`config.mk`:
```
export PLATFORM = sky130hd
export DESIGN_NAME = rfge_back
export DESIGN_NICKNAME = d
export VERILOG_FILES = /design/src/rtl/rfge_pkg.sv /design/src/rtl/rfge_back.sv
export SDC_FILE = /design/constraint.sdc
export NUM_CORES = 1
export LEC_CHECK = 0
export BUFFER_PORTS_ARGS = -buffer_cell sky130_fd_sc_hd__buf_2
export CORE_MARGIN = 2
export CORE_UTILIZATION = 40
export CTS_BUF_LIST = sky130_fd_sc_hd__clkbuf_8
export CTS_CLUSTER_DIAMETER = 30
export CTS_CLUSTER_SIZE = 16
export DETAILED_ROUTE_END_ITERATION = 10
export GPL_ROUTABILITY_DRIVEN = 0
export GPL_TIMING_DRIVEN = 0
export PLACE_DENSITY = 0.75
export RECOVER_POWER = 100
export SYNTH_ARGS = -nofsm -noshare
export SYNTH_HDL_FRONTEND = slang
export SYNTH_SLANG_ARGS = --single-unit
```
`constraint.sdc`:
```
create_clock -name clk -period 5.5 [get_ports clk]
set_clock_uncertainty 0.2 [all_clocks]
set_input_delay 0.275 -clock clk [delete_from_list [all_inputs] [get_ports clk]]
set_output_delay 0.275 -clock clk [all_outputs]
set_load 0.01 [all_outputs]
```
`src/rtl/rfge_pkg.sv`:
```
// shared types, constants and gradient arithmetic for the rgb gradient edge block
package rfge_pkg;

  // frame geometry
  localparam int MaxWidth = 256;
  localparam int ColW     = $clog2(MaxWidth);
  localparam int RowW     = 12;
  localparam int MaxRows  = 4096;
  localparam int WidthW   = 9;
  localparam int HeightW  = 13;
  localparam int CfgW     = 13;
  localparam int ChanW    = 8;
  localparam int PixW     = 3 * ChanW;

  // configuration register indexes
  localparam logic REG_WIDTH  = 1'b0;
  localparam logic REG_HEIGHT = 1'b1;

  // configuration reset values
  localparam logic [WidthW-1:0]  WIDTH_RESET  = WidthW'(MaxWidth);
  localparam logic [HeightW-1:0] HEIGHT_RESET = HeightW'(1);

  // bit positions of the pending-result mask
  localparam int MASK_ABOVE = 0;
  localparam int MASK_LEFT  = 1;
  localparam int MASK_SELF  = 2;
  localparam int MaskW      = 3;

  typedef logic [PixW-1:0] pix_t;

  // one queued pixel job with everything the back end needs
  typedef struct packed {
    pix_t             px;
    pix_t             prev;
    pix_t             above;
    pix_t             right;
    logic [RowW-1:0]  row;
    logic [ColW-1:0]  col;
    logic [MaskW-1:0] mask;
  } cmd_t;

  // queue status seen by the front end
  typedef struct packed {
    logic full;
  } q_stat_t;

  // rounded-up half of |below - self| + |right - self| for one channel
  function automatic logic [ChanW-1:0] half_grad(input logic [ChanW-1:0] s,
                                                 input logic [ChanW-1:0] b,
                                                 input logic [ChanW-1:0] r);
    logic [ChanW-1:0] db;
    logic [ChanW-1:0] dr;
    logic [ChanW+1:0] sum;
    db  = (b > s) ? (b - s) : (s - b);
    dr  = (r > s) ? (r - s) : (s - r);
    sum = {2'b00, db} + {2'b00, dr} + (ChanW+2)'(1);
    return sum[ChanW:1];
  endfunction

endpackage

```
`src/rtl/rfge_back.sv`:
```
// back end: walks each job's pending results and drives the output register
module rfge_back (
  input  logic                      clk,
  input  logic                      rst,
  input  logic                      head_valid,
  input  rfge_pkg::cmd_t            head,
  output logic                      pop,
  output logic                      out_valid,
  input  logic                      out_ready,
  output logic [rfge_pkg::ChanW-1:0] edge_red,
  output logic [rfge_pkg::ChanW-1:0] edge_green,
  output logic [rfge_pkg::ChanW-1:0] edge_blue,
  output logic [rfge_pkg::RowW-1:0]  out_row,
  output logic [rfge_pkg::ColW-1:0]  out_col,
  output logic                      run_last,
  output logic                      frame_done
);
  import rfge_pkg::*;

  logic [MaskW-1:0] sent;
  logic [MaskW-1:0] remaining;
  logic [MaskW-1:0] pick;
  logic             last_one;
  logic             load;
  pix_t             op_self;
  pix_t             op_below;
  pix_t             op_right;
  logic [RowW-1:0]  res_row;
  logic [ColW-1:0]  res_col;

  // choose the next result in order above, left, self
  always_comb begin
    remaining = head.mask & ~sent;
    pick      = '0;
    if (remaining[MASK_ABOVE]) begin
      pick[MASK_ABOVE] = 1'b1;
    end else if (remaining[MASK_LEFT]) begin
      pick[MASK_LEFT] = 1'b1;
    end else begin
      pick[MASK_SELF] = 1'b1;
    end
    last_one = (remaining & ~pick) == '0;
  end

  // operands of the chosen result
  always_comb begin
    if (pick[MASK_ABOVE]) begin
      op_self  = head.above;
      op_below = head.px;
      op_right = head.right;
      res_row  = head.row - RowW'(1);
      res_col  = head.col;
    end else if (pick[MASK_LEFT]) begin
      op_self  = head.prev;
      op_below = head.prev;
      op_right = head.px;
      res_row  = head.row;
      res_col  = head.col - ColW'(1);
    end else begin
      op_self  = head.px;
      op_below = head.px;
      op_right = head.px;
      res_row  = head.row;
      res_col  = head.col;
    end
  end

  assign load = head_valid && (!out_valid || out_ready);
  assign pop  = load && last_one;

  // progress through the current job
  always_ff @(posedge clk) begin
    if (rst) begin
      sent <= '0;
    end else if (load) begin
      sent <= last_one ? '0 : (sent | pick);
    end
  end

  // output valid
  always_ff @(posedge clk) begin
    if (rst) begin
      out_valid <= 1'b0;
    end else if (load) begin
      out_valid <= 1'b1;
    end else if (out_ready) begin
      out_valid <= 1'b0;
    end
  end

  // output word
  always_ff @(posedge clk) begin
    if (load) begin
      edge_red   <= half_grad(op_self[23:16], op_below[23:16], op_right[23:16]);
      edge_green <= half_grad(op_self[15:8], op_below[15:8], op_right[15:8]);
      edge_blue  <= half_grad(op_self[7:0], op_below[7:0], op_right[7:0]);
      out_row    <= res_row;
      out_col    <= res_col;
      run_last   <= last_one;
      frame_done <= pick[MASK_SELF];
    end
  end

endmodule

```
==> run metrics <==
first-pass GRT wire length=35700 um; Detail Placement HPWL=19100 um; port bufs=166; Worst Hold Launch=head[22]; FF-to-FF setup slack=0.25 ns; fin worst setup slack=0.252 ns; CTS clk-pin slew, worst paths=0.11 ns; Post-Synth XOR/XNOR Area=7.69%; Worst-Skew Late Latency=0.33 ns; gr ovfl total=0; Final setup viols=0; Required @ worst endpoint=5.39 ns; DR vias/cell=5.39; fmax=191 MHz; Slew @ Worst Pin=1.45 ns; area delta synth->final=18.4%; Yosys warning count=0; hold endpoint=out_row[11]; number of global-route vias before repair=7190; Hold WC Path Type=in2reg; Worst Hold Depth=2; status=completed; WS Path Type=reg2reg; fin util=48.0%; crit-path max FO=10; ys async rst share=0%; Die W=144 um; critical path capture point type=register; commonest non-fill, non-tap cell in the layout=nand2_1; fin crit share=95.4%; synthesized net count=1194; cell area after synthesis=7860 um2; core area=19400 um2; Leak=4.48 nW; Slew HR=3.33%; Reg area=1460 um2; CTS H-tree lvls=2; layout cells sized above 1=17.4%; reg2reg end=edge_blue[6]; 1st-iter DRT viols=489; EDFF count, synth=46; adder-cell share of the synthesized area=19.4%; Vias=7621; die area=20800 um2; Max Slew Vio Count=0; unrepaired setup endpoints after global routing=false; post-synthesis compound-gate area fraction=20.8%; Tot GR Track Use=22.0%; CTS tree=done; most used flip-flop cell after synthesis=edfxtp_1; CTS root buffer=clkbuf_8; WL/cell=16.8 um; main combinational cell family by area after synthesis=compound AO/OA/AOI/OAI gates; Worst R2R Path Depth=21; startpoint types=register; Yosys top cell by area=edfxtp_1; Clock Sinks=50; top cell type's share of synthesized area=17.6%; top cells by area, synth=edfxtp_1, ha_1, nand2_1; num ports=171; Nets=1377; CTS buffer count=5; Synth Instances=958; Post-Place Worst Slack=-0.806 ns; Final Hold Fails=0; R2R Path Start=sent[1]; Initial Util=40.5%; mux cell area share after synthesis=7.61%; flops & latches, synth=50; most frequent cells in the layout=nand2_1, buf_2, ha_1, inv_1, a21oi_1; Syn Area/Cell=8.21 um2; pwr dens=345 nW/um2; max cap viols=0; DRT Pass-1 Iters=5; worst vdd ir=133 uV; Netlist cell types=77; post-synthesis sequential area ratio=18.6%; Bufs on Longest Clock Path=2; Worst EP arrival=5.14 ns; Routed WL=23800 um; pin count of the biggest net entering global routing=28; Post-Synth Simple-Gate Area=18.5%; DRC=0; Fill cells=1929; row cnt=51; die height=144 um; crit path time final=5.25 ns; initial antenna violation count=5; post-route ant nets=0; multi-input logic area=5890 um2
how the worst max path moves through the flow:
| stage | startpoint | endpoint | slack, ns | cells after the start |
|---|---|---|---|---|
| 6_report | sent[1] | edge_blue[6] | 0.25 | 21 |
| 5_1_grt | sent[0] | edge_green[6] | 0.01 | 21 |
| 4_1_cts | sent[1] | edge_blue[7] | 0.02 | 20 |
| 3_5_place_dp | sent[1] | edge_blue[7] | -0.81 | 20 |
| 3_3_place_gp | sent[1] | edge_blue[7] | -0.79 | 20 |
| 2_1_floorplan | sent[1] | edge_blue[7] | 0.40 | 20 |
per-stage QoR:
stage / total power, W / setup TNS [ns] / cells / hold WS (ns) / area (um2)
floorplan: 0.00238 / 0 / 958 / 0.144 / 7860
global placement: 0.00284 / -8.36 / 1389 / 0.238 / 9020
detailed placement: 0.00290 / -9.02 / 1390 / 0.240 / 9040
CTS: 0.00321 / 0 / 1401 / 0.0348 / 9240
global route: 0.00350 / 0 / 1409 / 0.0333 / 9300
finish: 0.00321 / 0 / 1413 / 0.0363 / 9310
where the power goes:
part           leakage (nW)  total, W  internal [W]  switching, W
clock network        0.0563  0.000295      0.000139      0.000156
registers             0.479  0.000656      0.000630     0.0000264
logic                  3.95   0.00226      0.000997       0.00126
total                  4.48   0.00321       0.00177       0.00145
state kept, by name, indices dropped and copies added (netlist names):
name        flops
edge_red        8
edge_blue       8
run_last        1
out_col         8
out_valid       1
frame_done      1
sent            3
out_row        12
edge_green      8
cell families after synthesis:
| kind of cell | count (synthesis) |
|---|---|
| XOR/XNOR | 69 |
| multiplexers | 59 |
| flip-flops | 50 |
| AO/OA/AOI/OAI | 237 |
| AND/OR/NAND/NOR | 292 |
| adder cells (fa/ha/maj) | 113 |
| buffers and inverters | 138 |
Yosys cell counts, drive strengths merged, types with 4 or more instances:
library cell / number
a211oi: 11
a21o: 34
a21oi: 71
a221o: 4
a221oi: 8
a311oi: 5
a31o: 5
a31oi: 14
and2: 4
and3: 5
and4: 6
and4bb: 4
buf: 24
clkbuf: 19
dfxtp: 4
edfxtp: 46
fa: 15
ha: 98
inv: 95
mux2i: 56
nand2: 151
nand2b: 17
nand3: 13
nand3b: 5
nand4: 4
nor2: 28
nor2b: 17
nor3: 16
nor3b: 7
nor4: 4
o21a: 8
o21ai: 40
o21bai: 7
o31ai: 4
xnor2: 36
xor2: 33
worst max-delay path: stages, from the launching register on:
cell	delay [ns]
dfxtp_2	0.39
nand2b_1	0.15
clkbuf_4	0.23
nor2_4	0.20
buf_6	0.22
buf_6	0.20
nand2_1	0.07
nand2_1	0.10
mux2i_1	0.13
ha_1	0.38
and3_1	0.21
a221o_1	0.37
a311o_1	0.38
o311ai_4	0.14
mux2_1	0.43
ha_1	0.29
a21boi_0	0.17
o21a_1	0.14
o21ai_0	0.11
a21oi_1	0.23
mux2i_1	0.21
nand2_1	0.06
what timing repair did:
item,CTS,global route
setup endpoints to repair,22,12
setup buffers,1,6
gates resized for setup,21,27
hold buffers,2,0
pin swaps,0,7
endpoints found under the hold margin,3,0
metal layers:
metal  part of all wire, %  up-vias  track usage, %
li1                      -     3762               -
met1                    42     3551            27.3
met2                    48      260            38.3
met3                   6.7       46            3.38
met4                   3.3        2            8.64
met5                 0.046        -               0
layout make-up:
type                    instances  area share [%]
clock inverters                 3           0.524
plain buffers                  43            2.97
inverters                      95            3.83
well taps                     265            3.56
flip-flops and latches         50            15.7
multi-input cells             770            63.3
repair buffers                176            9.22
diodes                          6           0.161
clock buffers                   5           0.739
No activity file was read; power rests on OpenSTA's default activity.
