[src/rtl/rfge_pkg.sv]
// shared types, constants and gradient arithmetic for the rgb gradient edge block
package rfge_pkg;

  // frame geometry
  localparam int MaxWidth = 256;
  localparam int ColW     = $clog2(MaxWidth);
  localparam int RowW     = 12;
  localparam int MaxRows  = 4096;
  localparam int WidthW   = 9;
  localparam int HeightW  = 13;
  localparam int CfgW     = 13;
  localparam int ChanW    = 8;
  localparam int PixW     = 3 * ChanW;

  // configuration register indexes
  localparam logic REG_WIDTH  = 1'b0;
  localparam logic REG_HEIGHT = 1'b1;

  // configuration reset values
  localparam logic [WidthW-1:0]  WIDTH_RESET  = WidthW'(MaxWidth);
  localparam logic [HeightW-1:0] HEIGHT_RESET = HeightW'(1);

  // bit positions of the pending-result mask
  localparam int MASK_ABOVE = 0;
  localparam int MASK_LEFT  = 1;
  localparam int MASK_SELF  = 2;
  localparam int MaskW      = 3;

  typedef logic [PixW-1:0] pix_t;

  // one queued pixel job with everything the back end needs
  typedef struct packed {
    pix_t             px;
    pix_t             prev;
    pix_t             above;
    pix_t             right;
    logic [RowW-1:0]  row;
    logic [ColW-1:0]  col;
    logic [MaskW-1:0] mask;
  } cmd_t;

  // queue status seen by the front end
  typedef struct packed {
    logic full;
  } q_stat_t;

  // rounded-up half of |below - self| + |right - self| for one channel
  function automatic logic [ChanW-1:0] half_grad(input logic [ChanW-1:0] s,
                                                 input logic [ChanW-1:0] b,
                                                 input logic [ChanW-1:0] r);
    logic [ChanW-1:0] db;
    logic [ChanW-1:0] dr;
    logic [ChanW+1:0] sum;
    db  = (b > s) ? (b - s) : (s - b);
    dr  = (r > s) ? (r - s) : (s - r);
    sum = {2'b00, db} + {2'b00, dr} + (ChanW+2)'(1);
    return sum[ChanW:1];
  endfunction

endpackage

[src/rtl/rfge_queue.sv]
// two-entry job queue between front end and back end
module rfge_queue (
  input  logic              clk,
  input  logic              rst,
  input  logic              push,
  input  rfge_pkg::cmd_t    push_cmd,
  output rfge_pkg::q_stat_t q_stat,
  input  logic              pop,
  output logic              head_valid,
  output rfge_pkg::cmd_t    head
);
  import rfge_pkg::*;

  cmd_t       slots [2];
  logic       wr_ptr;
  logic       rd_ptr;
  logic [1:0] count;

  assign q_stat.full = count == 2'd2;
  assign head_valid  = count != 2'd0;
  assign head        = slots[rd_ptr];

  // pointers and fill level
  always_ff @(posedge clk) begin
    if (rst) begin
      wr_ptr <= 1'b0;
      rd_ptr <= 1'b0;
      count  <= 2'd0;
    end else begin
      if (push) begin
        wr_ptr <= ~wr_ptr;
      end
      if (pop) begin
        rd_ptr <= ~rd_ptr;
      end
      case ({push, pop})
        2'b10:   count <= count + 2'd1;
        2'b01:   count <= count - 2'd1;
        default: count <= count;
      endcase
    end
  end

  // storage
  always_ff @(posedge clk) begin
    if (push) begin
      slots[wr_ptr] <= push_cmd;
    end
  end

endmodule

[config.mk]
export PLATFORM = sky130hd
export DESIGN_NAME = rfge_queue
export DESIGN_NICKNAME = d
export VERILOG_FILES = /design/src/rtl/rfge_pkg.sv /design/src/rtl/rfge_queue.sv
export SDC_FILE = /design/constraint.sdc
export NUM_CORES = 1
export LEC_CHECK = 0
export BUFFER_PORTS_ARGS = -buffer_cell sky130_fd_sc_hd__buf_2
export CORE_UTILIZATION = 30
export DETAILED_ROUTE_END_ITERATION = 10
export GPL_ROUTABILITY_DRIVEN = 0
export PLACE_DENSITY = 0.52
export SETUP_SLACK_MARGIN = 0.15
export SLEW_MARGIN = 30
export SYNTH_ARGS = -nofsm -noshare
export SYNTH_HDL_FRONTEND = slang
export SYNTH_SLANG_ARGS = --single-unit
export TNS_END_PERCENT = 10
[constraint.sdc]
create_clock -name clk -period 11.6 [get_ports clk]
set_clock_uncertainty 0.2 [all_clocks]
set_input_delay 1.16 -clock clk [delete_from_list [all_inputs] [get_ports clk]]
set_output_delay 1.16 -clock clk [all_outputs]
set_load 0.005 [all_outputs]
==> results of run 1 <==
[per-stage QoR]
stage,setup WS (ns),hold slack (ns)
2_1_floorplan,4.60,0.256
3_3_place_gp,7.92,0.272
3_5_place_dp,7.88,0.292
4_1_cts,7.30,0.309
5_1_grt,7.20,0.333
6_report,7.41,0.301
[per-layer routing]
| metal | global-route usage, % | vias to the layer above |
|---|---|---|
| li1 | - | 2088 |
| met2 | 19.5 | 165 |
| met4 | 3.24 | 4 |
| met5 | 0 | - |
| met3 | 3.54 | 34 |
| met1 | 13.3 | 2186 |
[sequential cells by signal, indices dropped and copies added, names as in the netlist, named ones only]
register	flops
wr_ptr	1
count	2
rd_ptr	1
slots	238
[kinds of logic (layout without fill, tap and decap cells)]
| group | count (synthesis) | count (layout) | synth area share [%] |
|---|---|---|---|
| flops | 243 | 243 | 82.5 |
| fa+ha+maj | 1 | 1 | 0.142 |
| xor+xnor | 4 | 4 | 0.399 |
| simple gates | 9 | 9 | 0.527 |
| buf+inv | 14 | 295 | 1.10 |
| compound gates | 2 | 2 | 0.114 |
| mux | 119 | 119 | 15.2 |
| other cells | 0 | 1 | 0 |
[worst register-to-register path: stages (launching register included)]
cell     delay, ns
dfxtp_1       0.40
and2_4        0.70
buf_4         0.84
[synthesized netlist by cell type]
master,n,share of area [%]
and2b_2,1,0.10
inv_1,1,0.043
edfxtp_1,238,81
and2_1,1,0.071
xor2_1,1,0.10
o21ai_0,1,0.057
xnor2_1,3,0.30
ha_1,1,0.14
buf_4,11,0.94
buf_2,2,0.11
or3_1,1,0.071
nor2_1,5,0.21
mux2_2,119,15
or2_2,1,0.071
a21oi_1,1,0.057
dfxtp_1,5,1.1
[final cells by class]
class | count | area [um^2] | share of cell area, %
clock inverters | 11 | 111 | 0.987
clock buffers | 36 | 738 | 6.54
inverters | 1 | 3.75 | 0.0333
diodes | 1 | 2.50 | 0.0222
flip-flops and latches | 243 | 7250 | 64.2
repair buffers | 247 | 1250 | 11.0
multi-input cells | 135 | 1450 | 12.9
well taps | 384 | 480 | 4.26
[worst max path at each step]
stage               startpoint                     to  slack [ns]  cells past startpoint
finish                register              head[117]        7.41                      3
global route          register              head[105]        7.20                      3
CTS                   register               head[32]        7.30                      3
detailed placement    register               head[35]        7.88                      3
global placement      register               head[35]        7.92                      3
floorplan                 push  slots[0][0]$_DFFE_PP_        4.60                      2
[power breakdown]
group          total (uW)  switching [uW]  internal [uW]
logic                 180            86.2           93.9
registers            1040            19.1           1030
clock network         804             317            487
==> results summary, run 1 <==
The post-synthesis net count is 516. The kind of critical path is reg -> out. Dividing the final minimum period by the clock period gives 36.2%. Counting tap cells, the placed design contains a total of 1010 instances.

In the layout the commonest cells are buf_2 (243), edfxtp_1 (238), mux2_2 (119), clkbuf_16 (26). The endpoint identified for the worst register-to-register timing path is slots[1][105]$_DFFE_PP_. The count of endpoints failing hold in the final timing report came to 0. Dividing the detail-routed via count by the number of cells gives 4.23. The max-slew violation count came out at 0. The design area came out at 11300 um^2. The worst reg-to-reg setup slack is 8.98 ns. In this run the number of H-tree levels came out at 1. The min-delay analysis places its worst path in the category reg -> reg. The number of buffers inserted for hold repair after clock tree synthesis came out at 0. The first-pass GRT wire length is 26.4 mm. The number of primary I/O pins came out at 244. The clock passes through at most 3 buffers.

The placed instances occupy a cell area of 10400 um^2. The final count of negative-setup-slack endpoints is 0. After detailed routing, the wire length on met1 is 7.03 mm. Of the cells placed in the final design, the portion with a size suffix greater than 1 is 60.8%. STA classifies the critical path startpoint as a register. The achievable frequency is 238 MHz.

From left edge to right edge, the die measures 173 um. Measured along the y axis, the die boundary spans 173 um. The initial antenna violation count is 3.

After detailed routing, the total wire length is 17.2 mm. The number of global-route vias before repair is 4822. For this run, the share of the core covered by cells in the final layout is 39.2%. The number of buffers created by CTS came out at 26. For this run, the post-layout net count is 778. TritonCTS built the clock tree. The routed length on met3 came out at 1.32 mm. The measured slew at the worst slew-check pin is 0.915 ns. The number of register bits inferred by synthesis is 243. The static power due to leakage is 0.00417 uW. The die footprint is 30000 um^2. The number of DRC markers in iteration 0 came out at 183. The clock period minus worst slack came out at 4.19 ns. The clock transition time at the flip-flop clock pins of the worst setup and hold paths is 0.06 ns. The post-route setup TNS came out at 0 ns. The total congestion overflow is 0. The highest net fanout along the worst path is 64. Of the synthesized area, sequential elements account for 82.5%. The total clock sinks is 243. For this run, design rule violations remaining after detail routing come to 0.

The effective utilization at floorplan is 30.5%. The startpoint identified for the worst register-to-register timing path is wr_ptr$_SDFFE_PP0P_. The worst hold path terminates at count[1]$_SDFFE_PP0P_. The number of vias in the routed layout is 4477. The average wire length per cell after detail routing is 16.3 um. The flow ran to the end, and the final reports show no timing, DRC or antenna violations. The worst max-slew margin expressed relative to the limit came out at 39.0%.

The HPWL after detailed placement is 11.2 mm. The number of cell rows came out at 62. Traced cell by cell, the critical path runs through buf_4, mux2_2, buf_2.

STA classifies the critical path endpoint as an output pin. The area of the core is 28800 um^2. The data arrival time of the worst path came out at 2.83 ns. The number of iterations in the first detailed-routing pass is 4. The max capacitance violation total is 0. The overall track demand over capacity in global routing is 11.2%. Counting instances, the worst hold path has a depth of 2.

The family of cells with the greatest summed delay on the critical path is buffers and inverters. The cell sitting at the root of the clock tree is a clkbuf_16. Leaving out fill and tap cells, the most frequent cell in the layout is buf_2.

The netlist area before placement is 8790 um^2. Wire segments on met2 add up to 8.53 mm in the final route. The number of buffers added for setup after CTS came out at 0.

The Yosys warning count came out at 0. The worst stage delay on the critical path is 0.82 ns. The remaining antenna violation count came out at 0. The largest net degree at the start of global routing is 65. The synthesized netlist contains 16 unique library cells.

The gate count after technology mapping came out at 392. The required time reported for the critical path endpoint is 10.24 ns. Gates resized during post-CTS repair numbered 0.

The number of inserted filler cells in the final layout is 2648. In this run the power density over the cells is 180 nW/um^2. The slowest library cell on the worst path is dfxtp_4. The count of buffer and inverter cells on the critical path came out at 2. The total of buffers placed on input and output ports is 243. The critical hold path startpoint is count[1]$_SDFFE_PP0P_. The total power came out at 2030 uW.

The source-to-sink clock delay at the later pin of the worst-skew pair came out at 0.52 ns. Relative to the synthesized area, the layout overhead comes to 28.4%. The worst reg-to-reg path cell count is 2.

Setup repair after global routing left no endpoint under its margin. The average cell area after synthesis came out at 22.4 um^2. The uppermost layer routed is met5. The maximum ir drop on the vdd rail came out at 0.000136 V. The count of cells in the finished layout, fillers not included, comes to 1058.
Power figures use the tool's default switching activity.
==> inputs of run 2 (changes only) <==
Settings changed: PLACE_DENSITY 0.52 to 0.54.
Clock period 11.6 ns to 3.8 ns, I/O delays scaled along.
==> results summary, run 2 (synthesized netlist as in run 1, its figures left out) <==
The count of instances resized after the clock tree is built came out at 0. The number of nets at the end of the flow came out at 903. The HPWL after detailed placement came out at 11.3 mm. The worst reg-to-reg path cell count came out at 2. The total area inside the core boundary comes to 28800 um^2. Final hold analysis gives a worst-case slack of 0.316 ns. The hold path depth is 2. The total inserted antenna cells came out at 0. TritonCTS built the clock tree. Clock-pin slew was measured on the worst setup and hold paths at 0.05 ns.

The run finished with clean final reports. On the worst path, the slowest cell contributes a delay of 0.51 ns. For the pin with the worst max-slew slack, the measured transition is 0.639 ns. The max capacitance violation total is 0. Counting flops per register, the top entry is slots. The max-slew violation count is 0. The filler cells instantiated in the layout total 2570. The post-route setup TNS came out at 0 ns. The effective utilization at floorplan is 30.5%. The remaining antenna violation count is 0.

The flip-flop count of the largest register, all copies and words added is 238. The number of buffers created by CTS came out at 27. The number of vias in the routed layout came out at 4985. The final count of negative-setup-slack endpoints came out at 0.

The initial antenna violation count is 0. The number of primary I/O pins is 244. Timing would allow up to 374 MHz. The total of buffers placed on input and output ports is 243. The top cell types in the final layout, fill and taps aside, are buf_2 (243), edfxtp_1 (238), dlygate4sd3_1 (123), mux2_2 (119), clkbuf_16 (27).

The worst max-slew margin expressed relative to the limit came out at 57.4%. The family of cells with the greatest summed delay on the critical path is buffers and inverters. The final worst-path cycle share is 70.3%. The critical path depth is 3. At the later pin of the worst-skew pair, clock insertion delay measures 0.52 ns. The min-delay analysis places its worst path in the category reg -> reg. The floorplan has 62 rows. STA classifies the critical path startpoint as a register.

The number of global-route vias before repair is 5603. The critical path is of the reg -> out type. The kind of capture point of the worst setup path is an output pin.

The number of buffers added for setup after CTS came out at 0. The final standard cell count with taps included and fillers excluded came out at 1177. The number of cells in the design after placement is 1011.

The required time reported for the critical path endpoint is 3.22 ns. In the global route stage, overall resource usage came out at 12.2%. The die is 173 um tall. The die boundary width is 173 um.

Clock tree synthesis found a total of 243 sinks. The power per standard cell area is 493 nW/um^2. The library cell used most frequently in the layout, excluding fill and tap cells, is buf_2. For this design the static power due to leakage is 0.00466 uW. The signal on the critical path passes through buf_4, mux2_2, buf_2. The average wire length per cell after detail routing is 15.7 um. In this run the clock root is driven by a clkbuf_16.

The clock passes through at most 3 buffers. Setup repair after global routing left no endpoint under its margin. The slowest stage of the critical path is the dfxtp_4 cell. In the routed design, unresolved DRC markers number 0. The final routed wirelength across all metal layers is 18.5 mm. The CTS H-tree depth came out at 1. Entering global routing, the biggest net connects 109 pins. The data arrival time of the worst path is 2.09 ns. The highest net fanout along the worst path is 37.

IR analysis of the VDD net gives a maximum drop of 0.000384 V. The core occupancy in the finished layout is 43.4%. The first-pass GRT wire length is 29.0 mm.

The die footprint is 30000 um^2. The total congestion overflow came out at 0. The count of endpoints failing hold in the final timing report was 0.

The vias per cell came out at 4.24. The number of DRC markers in iteration 0 is 225. In the final layout, the registers with the most flip-flops are slots x238, count x2. The fraction of layout cells with a size suffix above 1 came out at 51.3%. The clock period minus worst slack came out at 2.67 ns. The number of iterations in the first detailed-routing pass is 4.

The total power is 6160 uW. The layout-stage area growth over the synthesis result is 42.1%. The count of buffer and inverter cells on the critical path is 2.
-- run 2: worst min-delay path: stages (launching register included) --
cell     delay (ns)
dfxtp_1        0.32
xnor2_1        0.09
nor2_1         0.08
-- run 2: per-layer routing --
metal | up-vias | track usage (%) | routed length [um]
met1 | 2456 | 14.1 | 7640
met3 | 38 | 3.19 | 1080
li1 | 2327 | - | -
met4 | 0 | 3.65 | 523
met5 | - | 0 | 0
met2 | 164 | 22.0 | 9250
-- run 2: final timing paths --
| path | from | to | slack, ns |
|---|---|---|---|
| hold / removal | rd_ptr$_SDFFE_PP0P_ | rd_ptr$_SDFFE_PP0P_ | 0.32 |
| setup reg to reg | wr_ptr$_SDFFE_PP0P_ | slots[1][38]$_DFFE_PP_ | 1.85 |
| hold reg to reg | rd_ptr$_SDFFE_PP0P_ | rd_ptr$_SDFFE_PP0P_ | 0.32 |
| setup / recovery | register | head[118] | 1.13 |
-- run 2: layout make-up --
cell class	instances	area (um^2)	share of cell area [%]
clock buffers	29	683	5.47
clock inverters	14	93.8	0.751
inverters	1	3.75	0.0301
multi-input cells	135	1450	11.6
flip-flops and latches	243	7250	58.1
well taps	384	480	3.85
repair buffers	371	2520	20.2
-- run 2: power by group --
| group | switching, uW | internal [uW] |
|---|---|---|
| Clock | 960 | 1340 |
| Combinational | 307 | 377 |
| Sequential | 44.8 | 3130 |
-- run 2: timing repair --
item                       4_1_cts  5_1_grt
setup endpoints to repair        0        0
hold endpoints to repair       243        0
hold buffers                   123        0
-- run 2: stage by stage --
| stage | cell area, um^2 | setup WS [ns] |
|---|---|---|
| after floorplan | 8790 | -0.0363 |
| after global placement | 10500 | 1.64 |
| after detailed placement | 10500 | 1.62 |
| after CTS | 12500 | 1.05 |
| after global routing | 12500 | 1.01 |
| final | 12500 | 1.13 |
